$ cat config.mk
export PLATFORM = sky130hd
export DESIGN_NAME = min_priority_queue_core
export DESIGN_NICKNAME = d
export VERILOG_FILES = /design/src/rtl/core/mpq_pkg.sv /design/src/rtl/core/mpq_ctrl.sv /design/src/rtl/core/mpq_dpath.sv /design/src/rtl/core/min_priority_queue_core.sv
export SDC_FILE = /design/constraint.sdc
export NUM_CORES = 2
export LEC_CHECK = 0
export ABC_AREA = 1
export BUFFER_PORTS_ARGS = -buffer_cell sky130_fd_sc_hd__buf_4
export CAP_MARGIN = 20
export CORE_ASPECT_RATIO = 0.9
export CORE_MARGIN = 3
export CORE_UTILIZATION = 40
export DETAILED_ROUTE_END_ITERATION = 12
export SLEW_MARGIN = 20
export SYNTH_ARGS = -nofsm -noshare
export SYNTH_HDL_FRONTEND = slang
export SYNTH_SLANG_ARGS = --single-unit
$ cat constraint.sdc
create_clock -name clk -period 10.1 [get_ports clk]
set_input_delay 0.505 -clock clk [delete_from_list [all_inputs] [get_ports clk]]
set_output_delay 0.505 -clock clk [all_outputs]
set_load 0.01 [all_outputs]
$ cat src/rtl/core/mpq_pkg.sv
// Package for the min priority queue core: sizes, command and status codes,
// word types and the controller/datapath link types. No dependencies.
`default_nettype none

package mpq_pkg;

	localparam int CAPACITY = 64;
	localparam int CNT_W    = $clog2(CAPACITY + 1);
	localparam int IDX_W    = $clog2(CAPACITY);
	localparam int KEY_W    = 32;
	localparam int OCC_W    = 7;

	typedef enum logic [1:0] {
		CMD_INSERT  = 2'd0,
		CMD_FIND    = 2'd1,
		CMD_EXTRACT = 2'd2
	} cmd_e;

	typedef enum logic [1:0] {
		ST_OK    = 2'd0,
		ST_EMPTY = 2'd1,
		ST_FULL  = 2'd2
	} status_e;

	typedef enum logic [2:0] {
		S_IDLE,
		S_SCAN,
		S_DRAIN,
		S_MOVE,
		S_DONE
	} state_e;

	typedef struct packed {
		logic [1:0]              cmd;
		logic signed [KEY_W-1:0] key;
	} in_word_t;

	typedef struct packed {
		logic [1:0]              status;
		logic signed [KEY_W-1:0] min_key;
		logic [OCC_W-1:0]        occupancy;
	} out_word_t;

	// controller -> datapath
	typedef struct packed {
		logic       do_insert;
		logic       scan_start;
		logic       scan_rd;
		logic       move_rd;
		logic       move_wr;
		logic       load_res;
		logic [1:0] res_status;
		logic       res_use_min;
	} ctrl_cmd_t;

	// datapath -> controller
	typedef struct packed {
		logic empty;
		logic full;
		logic scan_last;
		logic out_free;
	} dp_stat_t;

endpackage

`default_nettype wire

$ cat src/rtl/core/mpq_ctrl.sv
// Controller of the min priority queue: command decode and scan sequencing.
// Depends on mpq_pkg.
`default_nettype none

module mpq_ctrl (
	input  wire                clk,
	input  wire                arst_n,
	input  wire                cmd_valid,
	output logic               cmd_ready,
	input  mpq_pkg::in_word_t  cmd_word,
	input  mpq_pkg::dp_stat_t  stat,
	output mpq_pkg::ctrl_cmd_t ctl
);
	import mpq_pkg::*;

	state_e state_q;
	state_e state_d;
	logic   extract_q;
	logic   accept;
	logic   is_search;

	assign cmd_ready = (state_q == S_IDLE) && stat.out_free;
	assign accept    = cmd_valid && cmd_ready;
	assign is_search = cmd_word.cmd inside {CMD_FIND, CMD_EXTRACT};

	always_ff @(posedge clk or negedge arst_n) begin
		if (!arst_n) begin
			state_q   <= S_IDLE;
			extract_q <= 1'b0;
		end else begin
			state_q <= state_d;
			if (accept)
				extract_q <= (cmd_word.cmd == CMD_EXTRACT);
		end
	end

	always_comb begin
		state_d = state_q;
		case (state_q)
			S_IDLE: begin
				if (accept && is_search && !stat.empty)
					state_d = S_SCAN;
			end
			S_SCAN: begin
				if (stat.scan_last)
					state_d = S_DRAIN;
			end
			S_DRAIN: begin
				state_d = extract_q ? S_MOVE : S_DONE;
			end
			S_MOVE: begin
				state_d = S_DONE;
			end
			S_DONE: begin
				if (stat.out_free)
					state_d = S_IDLE;
			end
			default: begin
				state_d = S_IDLE;
			end
		endcase
	end

	always_comb begin
		ctl = '0;
		ctl.res_status = ST_OK;
		case (state_q)
			S_IDLE: begin
				if (accept) begin
					case (cmd_word.cmd)
						CMD_INSERT: begin
							ctl.load_res = 1'b1;
							if (stat.full) begin
								ctl.res_status = ST_FULL;
							end else begin
								ctl.do_insert = 1'b1;
							end
						end
						CMD_FIND, CMD_EXTRACT: begin
							if (stat.empty) begin
								ctl.load_res   = 1'b1;
								ctl.res_status = ST_EMPTY;
							end else begin
								ctl.scan_start = 1'b1;
							end
						end
						default: begin
							// unused code: plain ok word, queue untouched
							ctl.load_res = 1'b1;
						end
					endcase
				end
			end
			S_SCAN: begin
				ctl.scan_rd = 1'b1;
			end
			S_DRAIN: begin
				// last compare happens here; fetch the tail key for an extract
				ctl.move_rd = extract_q;
			end
			S_MOVE: begin
				ctl.move_wr = 1'b1;
			end
			S_DONE: begin
				ctl.load_res    = stat.out_free;
				ctl.res_use_min = 1'b1;
			end
			default: begin
				ctl = '0;
			end
		endcase
	end

endmodule

`default_nettype wire

$ cat src/rtl/core/mpq_dpath.sv
// Datapath of the min priority queue: key memory, count, minimum tracker
// and result register. Depends on mpq_pkg.
`default_nettype none

module mpq_dpath (
	input  wire                clk,
	input  wire                arst_n,
	input  mpq_pkg::in_word_t  cmd_word,
	input  mpq_pkg::ctrl_cmd_t ctl,
	input  wire                res_ready,
	output logic               res_valid,
	output mpq_pkg::out_word_t res_word,
	output mpq_pkg::dp_stat_t  stat
);
	import mpq_pkg::*;

	logic signed [KEY_W-1:0] mem [CAPACITY];

	logic [CNT_W-1:0]        count_q;
	logic [IDX_W-1:0]        rd_idx_q;
	logic [IDX_W-1:0]        rd_addr;
	logic [IDX_W-1:0]        last_idx;
	logic signed [KEY_W-1:0] rd_data_s1;
	logic [IDX_W-1:0]        rd_slot_s1;
	logic                    rdv_s1;
	logic signed [KEY_W-1:0] best_key_q;
	logic [IDX_W-1:0]        best_slot_q;
	logic                    best_valid_q;
	logic                    take;
	logic [CNT_W-1:0]        occ_next;
	logic                    res_valid_q;
	out_word_t               res_word_q;

	assign last_idx = IDX_W'(count_q - CNT_W'(1));
	assign rd_addr  = ctl.move_rd ? last_idx : rd_idx_q;
	assign take     = rdv_s1 && (!best_valid_q || (rd_data_s1 < best_key_q));
	assign occ_next = ctl.do_insert ? count_q + CNT_W'(1) : count_q;

	always_ff @(posedge clk) begin
		if (ctl.do_insert)
			mem[count_q[IDX_W-1:0]] <= cmd_word.key;
		else if (ctl.move_wr)
			mem[best_slot_q] <= rd_data_s1;
		if (ctl.scan_rd || ctl.move_rd) begin
			rd_data_s1 <= mem[rd_addr];
			rd_slot_s1 <= rd_addr;
		end
		if (take) begin
			best_key_q  <= rd_data_s1;
			best_slot_q <= rd_slot_s1;
		end
		if (ctl.load_res) begin
			res_word_q.status    <= ctl.res_status;
			res_word_q.min_key   <= ctl.res_use_min ? best_key_q : '0;
			res_word_q.occupancy <= OCC_W'(occ_next);
		end
	end

	always_ff @(posedge clk or negedge arst_n) begin
		if (!arst_n) begin
			count_q      <= '0;
			rd_idx_q     <= '0;
			rdv_s1       <= 1'b0;
			best_valid_q <= 1'b0;
			res_valid_q  <= 1'b0;
		end else begin
			if (ctl.do_insert)
				count_q <= count_q + CNT_W'(1);
			else if (ctl.move_wr)
				count_q <= count_q - CNT_W'(1);

			if (ctl.scan_start)
				rd_idx_q <= '0;
			else if (ctl.scan_rd)
				rd_idx_q <= rd_idx_q + IDX_W'(1);

			rdv_s1 <= ctl.scan_rd;

			if (ctl.scan_start)
				best_valid_q <= 1'b0;
			else if (take)
				best_valid_q <= 1'b1;

			if (ctl.load_res)
				res_valid_q <= 1'b1;
			else if (res_ready)
				res_valid_q <= 1'b0;
		end
	end

	assign res_valid      = res_valid_q;
	assign res_word       = res_word_q;

	assign stat.empty     = (count_q == '0);
	assign stat.full      = (count_q >= CNT_W'(CAPACITY));
	assign stat.scan_last = (CNT_W'(rd_idx_q) == count_q - CNT_W'(1));
	assign stat.out_free  = !res_valid_q || res_ready;

endmodule

`default_nettype wire

$ cat src/rtl/core/min_priority_queue_core.sv
// Top level of the min priority queue: controller plus datapath.
// Depends on mpq_pkg, mpq_ctrl, mpq_dpath.
//
//   channel | direction | handshake             | word
//   --------+-----------+-----------------------+-----------------------------
//   cmd     | in        | cmd_valid / cmd_ready | cmd, key
//   res     | out       | res_valid / res_ready | status, min_key, occupancy
//
// Insert, unused codes and commands on an empty queue are answered from idle.
// Find and extract run a linear scan over the keys held, through the single
// read port of the key memory; extract then moves the tail key into the hole.
// One command at a time; cmd_ready drops while a result waits and cannot
// leave, and a registered result word parts the two sides.
// Reset clears the count and control state; the key memory is not cleared.
`default_nettype none

module min_priority_queue_core (
	input  wire                clk,
	input  wire                arst_n,
	input  wire                cmd_valid,
	output logic               cmd_ready,
	input  mpq_pkg::in_word_t  cmd_word,
	output logic               res_valid,
	input  wire                res_ready,
	output mpq_pkg::out_word_t res_word
);
	import mpq_pkg::*;

	ctrl_cmd_t ctl;
	dp_stat_t  stat;

	mpq_ctrl u_ctrl (
		.clk       (clk),
		.arst_n    (arst_n),
		.cmd_valid (cmd_valid),
		.cmd_ready (cmd_ready),
		.cmd_word  (cmd_word),
		.stat      (stat),
		.ctl       (ctl)
	);

	mpq_dpath u_dpath (
		.clk       (clk),
		.arst_n    (arst_n),
		.cmd_word  (cmd_word),
		.ctl       (ctl),
		.res_ready (res_ready),
		.res_valid (res_valid),
		.res_word  (res_word),
		.stat      (stat)
	);

endmodule

`default_nettype wire

**Yosys cells after proc, flatten, opt, wreduce, memory -nomap -nowiden**

Memories as Yosys holds them, arrays and structs flattened. A register that Yosys moved wholly into a read port is not among the register bits.
Cells that the tools add are included.

- Input port bits: 38
- Flip-flop bits (word level): 105
- Output and inout port bits: 43
- Logic and storage cells: 91
- Bits in writable memories: 2048
- Memories: 1

- Equal/unequal tests: 10
- Order comparisons: 2
- Reductions and logical operators: 23
- Add/sub/neg operators: 3
- Mux-type cells: 39

Memories:

| name | words | bits a word | rd ports | clocked after memory_dff | write ports | line | RTL |
|---|---|---|---|---|---|---|---|
| u_dpath.mem | 64 | 32 | 1 | 1 | 1 | mpq_dpath.sv:17 | `logic signed [KEY_W-1:0] mem [CAPACITY];` |

Operator list:

| kind | number |
|---|---|
| 32-bit < comparator | 1 |
| 32-bit two-way mux | 1 |
| 32-bit OR reduction | 1 |
| 6-bit two-way mux | 4 |
| 7-bit two-way mux | 3 |
| 1-bit two-way mux | 19 |
| 3-bit two-way mux | 6 |
| 3-bit case mux with 5 select lines | 1 |
| 2-bit nonzero test | 5 |
| 7-bit by 1-bit adder with 7-bit output, second input constant | 1 |
| 6-bit by 7-bit equality test with 1-bit output | 1 |
| 7-bit greater-or-equal comparator, second input constant | 1 |
| 7-bit zero test | 1 |
| 7-bit by 1-bit subtractor with 7-bit output, second input constant | 1 |
| 6-bit by 1-bit adder with 6-bit output, second input constant | 1 |
| 3-bit by 2-bit equality test with 1-bit output, second input constant | 2 |
| 2-bit two-way mux | 3 |
| 1-bit logical AND | 5 |
| 2-bit != test, second input constant | 2 |
| 2-bit case mux with 2 select lines | 1 |
| 3-bit by 1-bit equality test with 1-bit output, second input constant | 1 |
| 3-bit equality test, second input constant | 1 |
| 1-bit zero test | 3 |
| 3-bit zero test | 1 |
| other kinds (9) | 11 |

**Depth between registers and ports, before layout**

- Depth after elaboration: 10
- Depth in mapped cells: 15
- Mapped depth without buffers: 15

**Cells and area by module**

A second synthesis with hierarchy kept.

- Cells, all modules: 7511
- Area total of the unflattened synthesis: 89276.9 um^2

By module, submodules not included:

| module | area an instance (um^2) | times used | seq. area each (um^2) | cells each |
|---|---|---|---|---|
| mpq_dpath | 88891.5 | 1 | 65412.7 | 7457 |
| mpq_ctrl | 385.4 | 1 | 100.1 | 54 |

**Least setup slack after synthesis**

OpenSTA, ideal clock, no wires.

- Path kind: register to register
- Start point: register u_ctrl.state_q[1]
- End point: memory u_dpath.mem[32][0] (enable)
- Period minus slack after synthesis: 4.392 ns
- Data arrival time: 3.931 ns
- Data required time: 9.639 ns
- Slack: 5.708 ns
- Cell stages (with the launch flop): 12
- Buffers on the path: 0
- Library setup time: 0.461 ns
- Cell sequence: dfrtp_1 > nor2_1 > inv_1 > nor2_1 > inv_1 > nor2_1 > nand2_1 > nor3_2 > inv_2 > nand2_1 > nand3_1 > nor3_1

- Word-level cells in the longest chain between the ends: 9
- Elaborated cells on any way between the ends: 15
- Those cells by class: eq/ne (1); mux (10); reduce/logical (4)

Ends and longest elaborated chain:

| element | line | RTL |
|---|---|---|
| start: declaration | mpq_ctrl.sv:16 | `state_e state_q;` |
| start signal: assignment | mpq_ctrl.sv:31 | `state_q <= state_d;` |
| 3-bit zero test * | mpq_ctrl.sv:22 | `assign cmd_ready = (state_q == S_IDLE) && stat.out_free;` |
| 1-bit logical AND * | mpq_ctrl.sv:22 |  |
| via cmd_ready | min_priority_queue_core.sv:21 | `output logic cmd_ready,` |
| 1-bit logical AND * | mpq_ctrl.sv:23 | `assign accept = cmd_valid && cmd_ready;` |
| 2-bit two-way mux * | mpq_ctrl.sv:69 | `if (accept) begin` |
| 2-bit two-way mux * | mpq_ctrl.sv:67 | `case (state_q)` |
| 1-bit two-way mux | mpq_dpath.sv:40 | `if (ctl.do_insert)` |
| 1-bit two-way mux (not written as such) | mpq_dpath.sv:43 | `mem[best_slot_q] <= rd_data_s1;` |
| 32-bit OR reduction (no source line) | -- |  |
| 6-bit two-way mux (no source line) or 1-bit two-way mux (tied branches) | -- |  |
| end: declaration | mpq_dpath.sv:17 |  |

Mark *: on every way through the listed nets, which the timed path passes. The rest lies on a longest branch.

**Worst setup path in the final report**

- Start point: register u_ctrl.state_q[0]
- End point: register u_dpath.rd_data_s1[8], read port of u_dpath.mem (data pin)

- Word-level cells in the longest chain between the ends: 3
- Elaborated cells on any way between the ends: 6
- Those cells by class: eq/ne (2); mux (3); reduce/logical (1)

Ends and longest elaborated chain:

| element | line | RTL |
|---|---|---|
| 3-bit by 2-bit equality test with 1-bit output or 3-bit by 1-bit equality test with 1-bit output (tied branches) | mpq_ctrl.sv:67 |  |
| 1-bit two-way mux | mpq_ctrl.sv:67 |  |
| 6-bit two-way mux or 1-bit logical OR (tied branches) | mpq_dpath.sv:35, mpq_dpath.sv:44 |  |
| end: declaration | mpq_dpath.sv:23 | `logic signed [KEY_W-1:0] rd_data_s1;` |

Parallel ways exist; a longest one is shown, timed or not.
A chain may end at the register's enable or synchronous reset.

==> results.ini <==
[timing]
setup_viol=0
worstMarginPinSlew_ns=1.10
period_share=0.493
grt_setup_unrepaired=no
period_needed_ns=4.98
slew_headroom=0.269
fin_skew_ns=0.0289
fin_tns_setup_ns=0
finalMaxSlewViolations=0
fmax_mhz=201
final-hold-violation-count=0

[floorplan]
dieArea_sq_mm=0.245
pin_count=81
die_h_um=470
start_util=0.404
die_w_um=521
row_count=169
coreArea_sq_mm=0.237

[yosys]
avgSynthCellArea_sq_um=10.5
netlist_area_sq_mm=0.0955
synth_nets=9191
synthSimpleGateAreaFrac=0.210
ys_seq_elements=2185
synth_compound_area_frac=0.00356
yosys_warnings=0
yosys.area_share.adder=0.00511
synth_edf_count=2165
synth_async_sr_flop_share=0.00915
ys_dominant_reg_cell=edfxtp_1
synthCells=9114
synth_cell_types=34
yosys.area_share.xor_xnor=0.00119
seq_area_frac_synth=0.686
synth_top_family_by_area=simple AND/OR/NAND/NOR gates
muxShareOfSynthArea=0

[route]
wirelength_um=278000
vias=65000
first_pass_iters=7
drtIter0Drc=8337
drtAntennaViolNets=0
drc_errors=0
routedWlPerCell_um=22.3
via_per_inst=5.22

[clocking]
path_clk_slew_ns=0.07
cts_num_sinks=2185
cts_tree=built
clk_latency_ns=0.86
htreeDepth=4
cts_made_buffers=217
postCtsSetupBuffers=0
ctsResizeCount=0
cts-root-buf=clkbuf_16
clockBufferDepth=3

[layout]
n_antenna_cell=0
layout_commonest_cell=edfxtp_1
drive_above_1_share=0.0715
area_growth_pct=11.7
stdcell_area_sq_mm=0.107
mostFrequentLayoutCells=edfxtp_1, nand2_1, nand3_1, inv_1, buf_4
fin_nets=9185

[global_routing]
groute.layer.met3.usage=0.0430
met2_usage=0.340
grt_remaining_overflow=0
grt_max_degree=177
grt_first_pass_wirelength_um=410000
grt_pass1_vias=61200
grtUsageTotal=0.223
use_met1=0.327
grt_antenna_before_repair=10
grt-busiest-layer=met2

[worst_setup_path]
crit_type=reg -> reg
cp_max_fo=67
startpoint_type=register
critPathRequiredTime_ns=10.68
arrival_ns=5.56
endpoint_kind=register

[power_and_ir_drop]
power.density_mw_per_mm2=263
ir_drop_mv=0.271
leakage_uw=0.0441

[min_path]
hold_class=in -> async

[placed_design]
portBuffers=80
place_hpwl_um=145000
postPlaceCellArea_sq_mm=0.100
place.gp.congestion=0.832

[flow_run]
cap_violations=0

[outcome]
run_status=finished clean

## path summary, 6_finish.rpt
check,start,to,slack [ns],cells after the start
max,u_ctrl.state_q[0]$_DFFE_PN0P_,u_dpath.rd_data_s1[8]$_DFFE_PP_,5.12,14
min,arst_n,u_dpath.count_q[6]$_DFFE_PN0P_,0.1,2
max reg2reg,u_ctrl.state_q[0]$_DFFE_PN0P_,u_dpath.rd_data_s1[8]$_DFFE_PP_,5.12,14
min reg2reg,u_dpath.rd_slot_s1[5]$_DFFE_PP_,u_dpath.best_slot_q[5]$_DFFE_PP_,0.42,0
max in group asynchronous,arst_n,u_ctrl.state_q[1]$_DFFE_PN0P_,9.76,2
min in group clk,cmd_word[32],u_dpath.res_word[40]$_SDFFCE_PN0P_,0.14,3
## final cells by class
class	count	area, sq um
multi-input combinational	4599	21700
timing repair buffer	253	2070
inverter	1852	6960
fill	21600	130000
sequential	2185	65500
clock buffer	277	5680
tap	3163	3960
clock inverter	120	855
## metal layers
metal / wire (um) / part of all wire
met1: 121000 / 0.44
met2: 123000 / 0.44
met3: 28100 / 0.10
met4: 6400 / 0.023
met5: 13 / 0.000047
## worst max-delay path: stages (launching register included)
cell,delay (ns)
dfrtp_1,0.41
nor2_2,0.33
nand3_4,0.09
buf_4,0.25
nand2_4,0.59
buf_4,0.74
buf_4,0.69
buf_4,0.70
nand2_1,0.11
nand3_1,0.11
nand3_1,0.08
nand3_1,0.10
nand3_1,0.16
nand3_1,0.15
nand2_1,0.05
## registers in the layout, indices dropped and copies added, names as in the netlist
| signal | flops |
|---|---|
| u_dpath.count_q | 7 |
| u_dpath.rdv_s1 | 1 |
| u_dpath.best_slot_q | 6 |
| u_ctrl.state_q | 3 |
| u_dpath.rd_slot_s1 | 6 |
| u_dpath.best_valid_q | 1 |
| u_dpath.rd_data_s1 | 32 |
| u_dpath.best_key_q | 32 |
| u_dpath.res_valid | 1 |
| u_ctrl.extract_q | 1 |
| u_dpath.mem | 2048 |
| u_dpath.rd_idx_q | 6 |
| u_dpath.res_word | 41 |
## kinds of logic (layout without fill, tap and decap cells)
kind of cell | after synthesis | count (layout)
adder cells (fa/ha/maj) | 39 | 39
XOR/XNOR | 13 | 13
flip-flops | 2185 | 2185
AO/OA/AOI/OAI | 62 | 62
buffers and inverters | 2330 | 2502
AND/OR/NAND/NOR | 4485 | 4485
## power by group
group	total, uW	switching [uW]	internal, uW	leakage [uW]
registers	11000	259	10700	0.0198
logic	9530	7130	2400	0.0211
clock network	7590	3450	4140	0.00320
## cells in the mapped netlist (3+ instances only)
cell | n | share of area
inv_2 | 7 | 0.00028
dfrtp_1 | 20 | 0.0052
nand2_1 | 2166 | 0.085
nand3_2 | 5 | 0.00052
buf_2 | 223 | 0.012
buf_1 | 76 | 0.0030
nand2_2 | 3 | 0.00020
a21oi_1 | 23 | 0.0012
nand4_1 | 4 | 0.00026
edfxtp_1 | 2165 | 0.68
o21ai_1 | 5 | 0.00026
o21ai_0 | 26 | 0.0014
inv_1 | 1844 | 0.072
nor3_1 | 14 | 0.00073
xor2_1 | 13 | 0.0012
clkbuf_1 | 177 | 0.0070
nor2_1 | 125 | 0.0049
ha_1 | 39 | 0.0051
nand3b_1 | 160 | 0.013
nand3_1 | 1999 | 0.10
## repair_timing
item	4_1_cts	5_1_grt
hold buffers	1	0
endpoints found under the hold margin	20	0
setup endpoints to repair	0	0
## through the flow
stage / setup slack, ns / power, uW / hold slack [ns] / cells / utilization
after floorplan: 5.71 / 17000 / 0.209 / 9114 / -
after global placement: 5.22 / 20400 / 0.400 / 12000 / 0.423
after detailed placement: 5.22 / 20500 / 0.407 / 12100 / 0.423
after CTS: 5.21 / 28000 / 0.0586 / 12400 / 0.451
after global routing: 4.86 / 29500 / 0.0851 / 12400 / 0.451
final: 5.12 / 28100 / 0.0960 / 12400 / 0.451
Power figures use the tool's default switching activity.
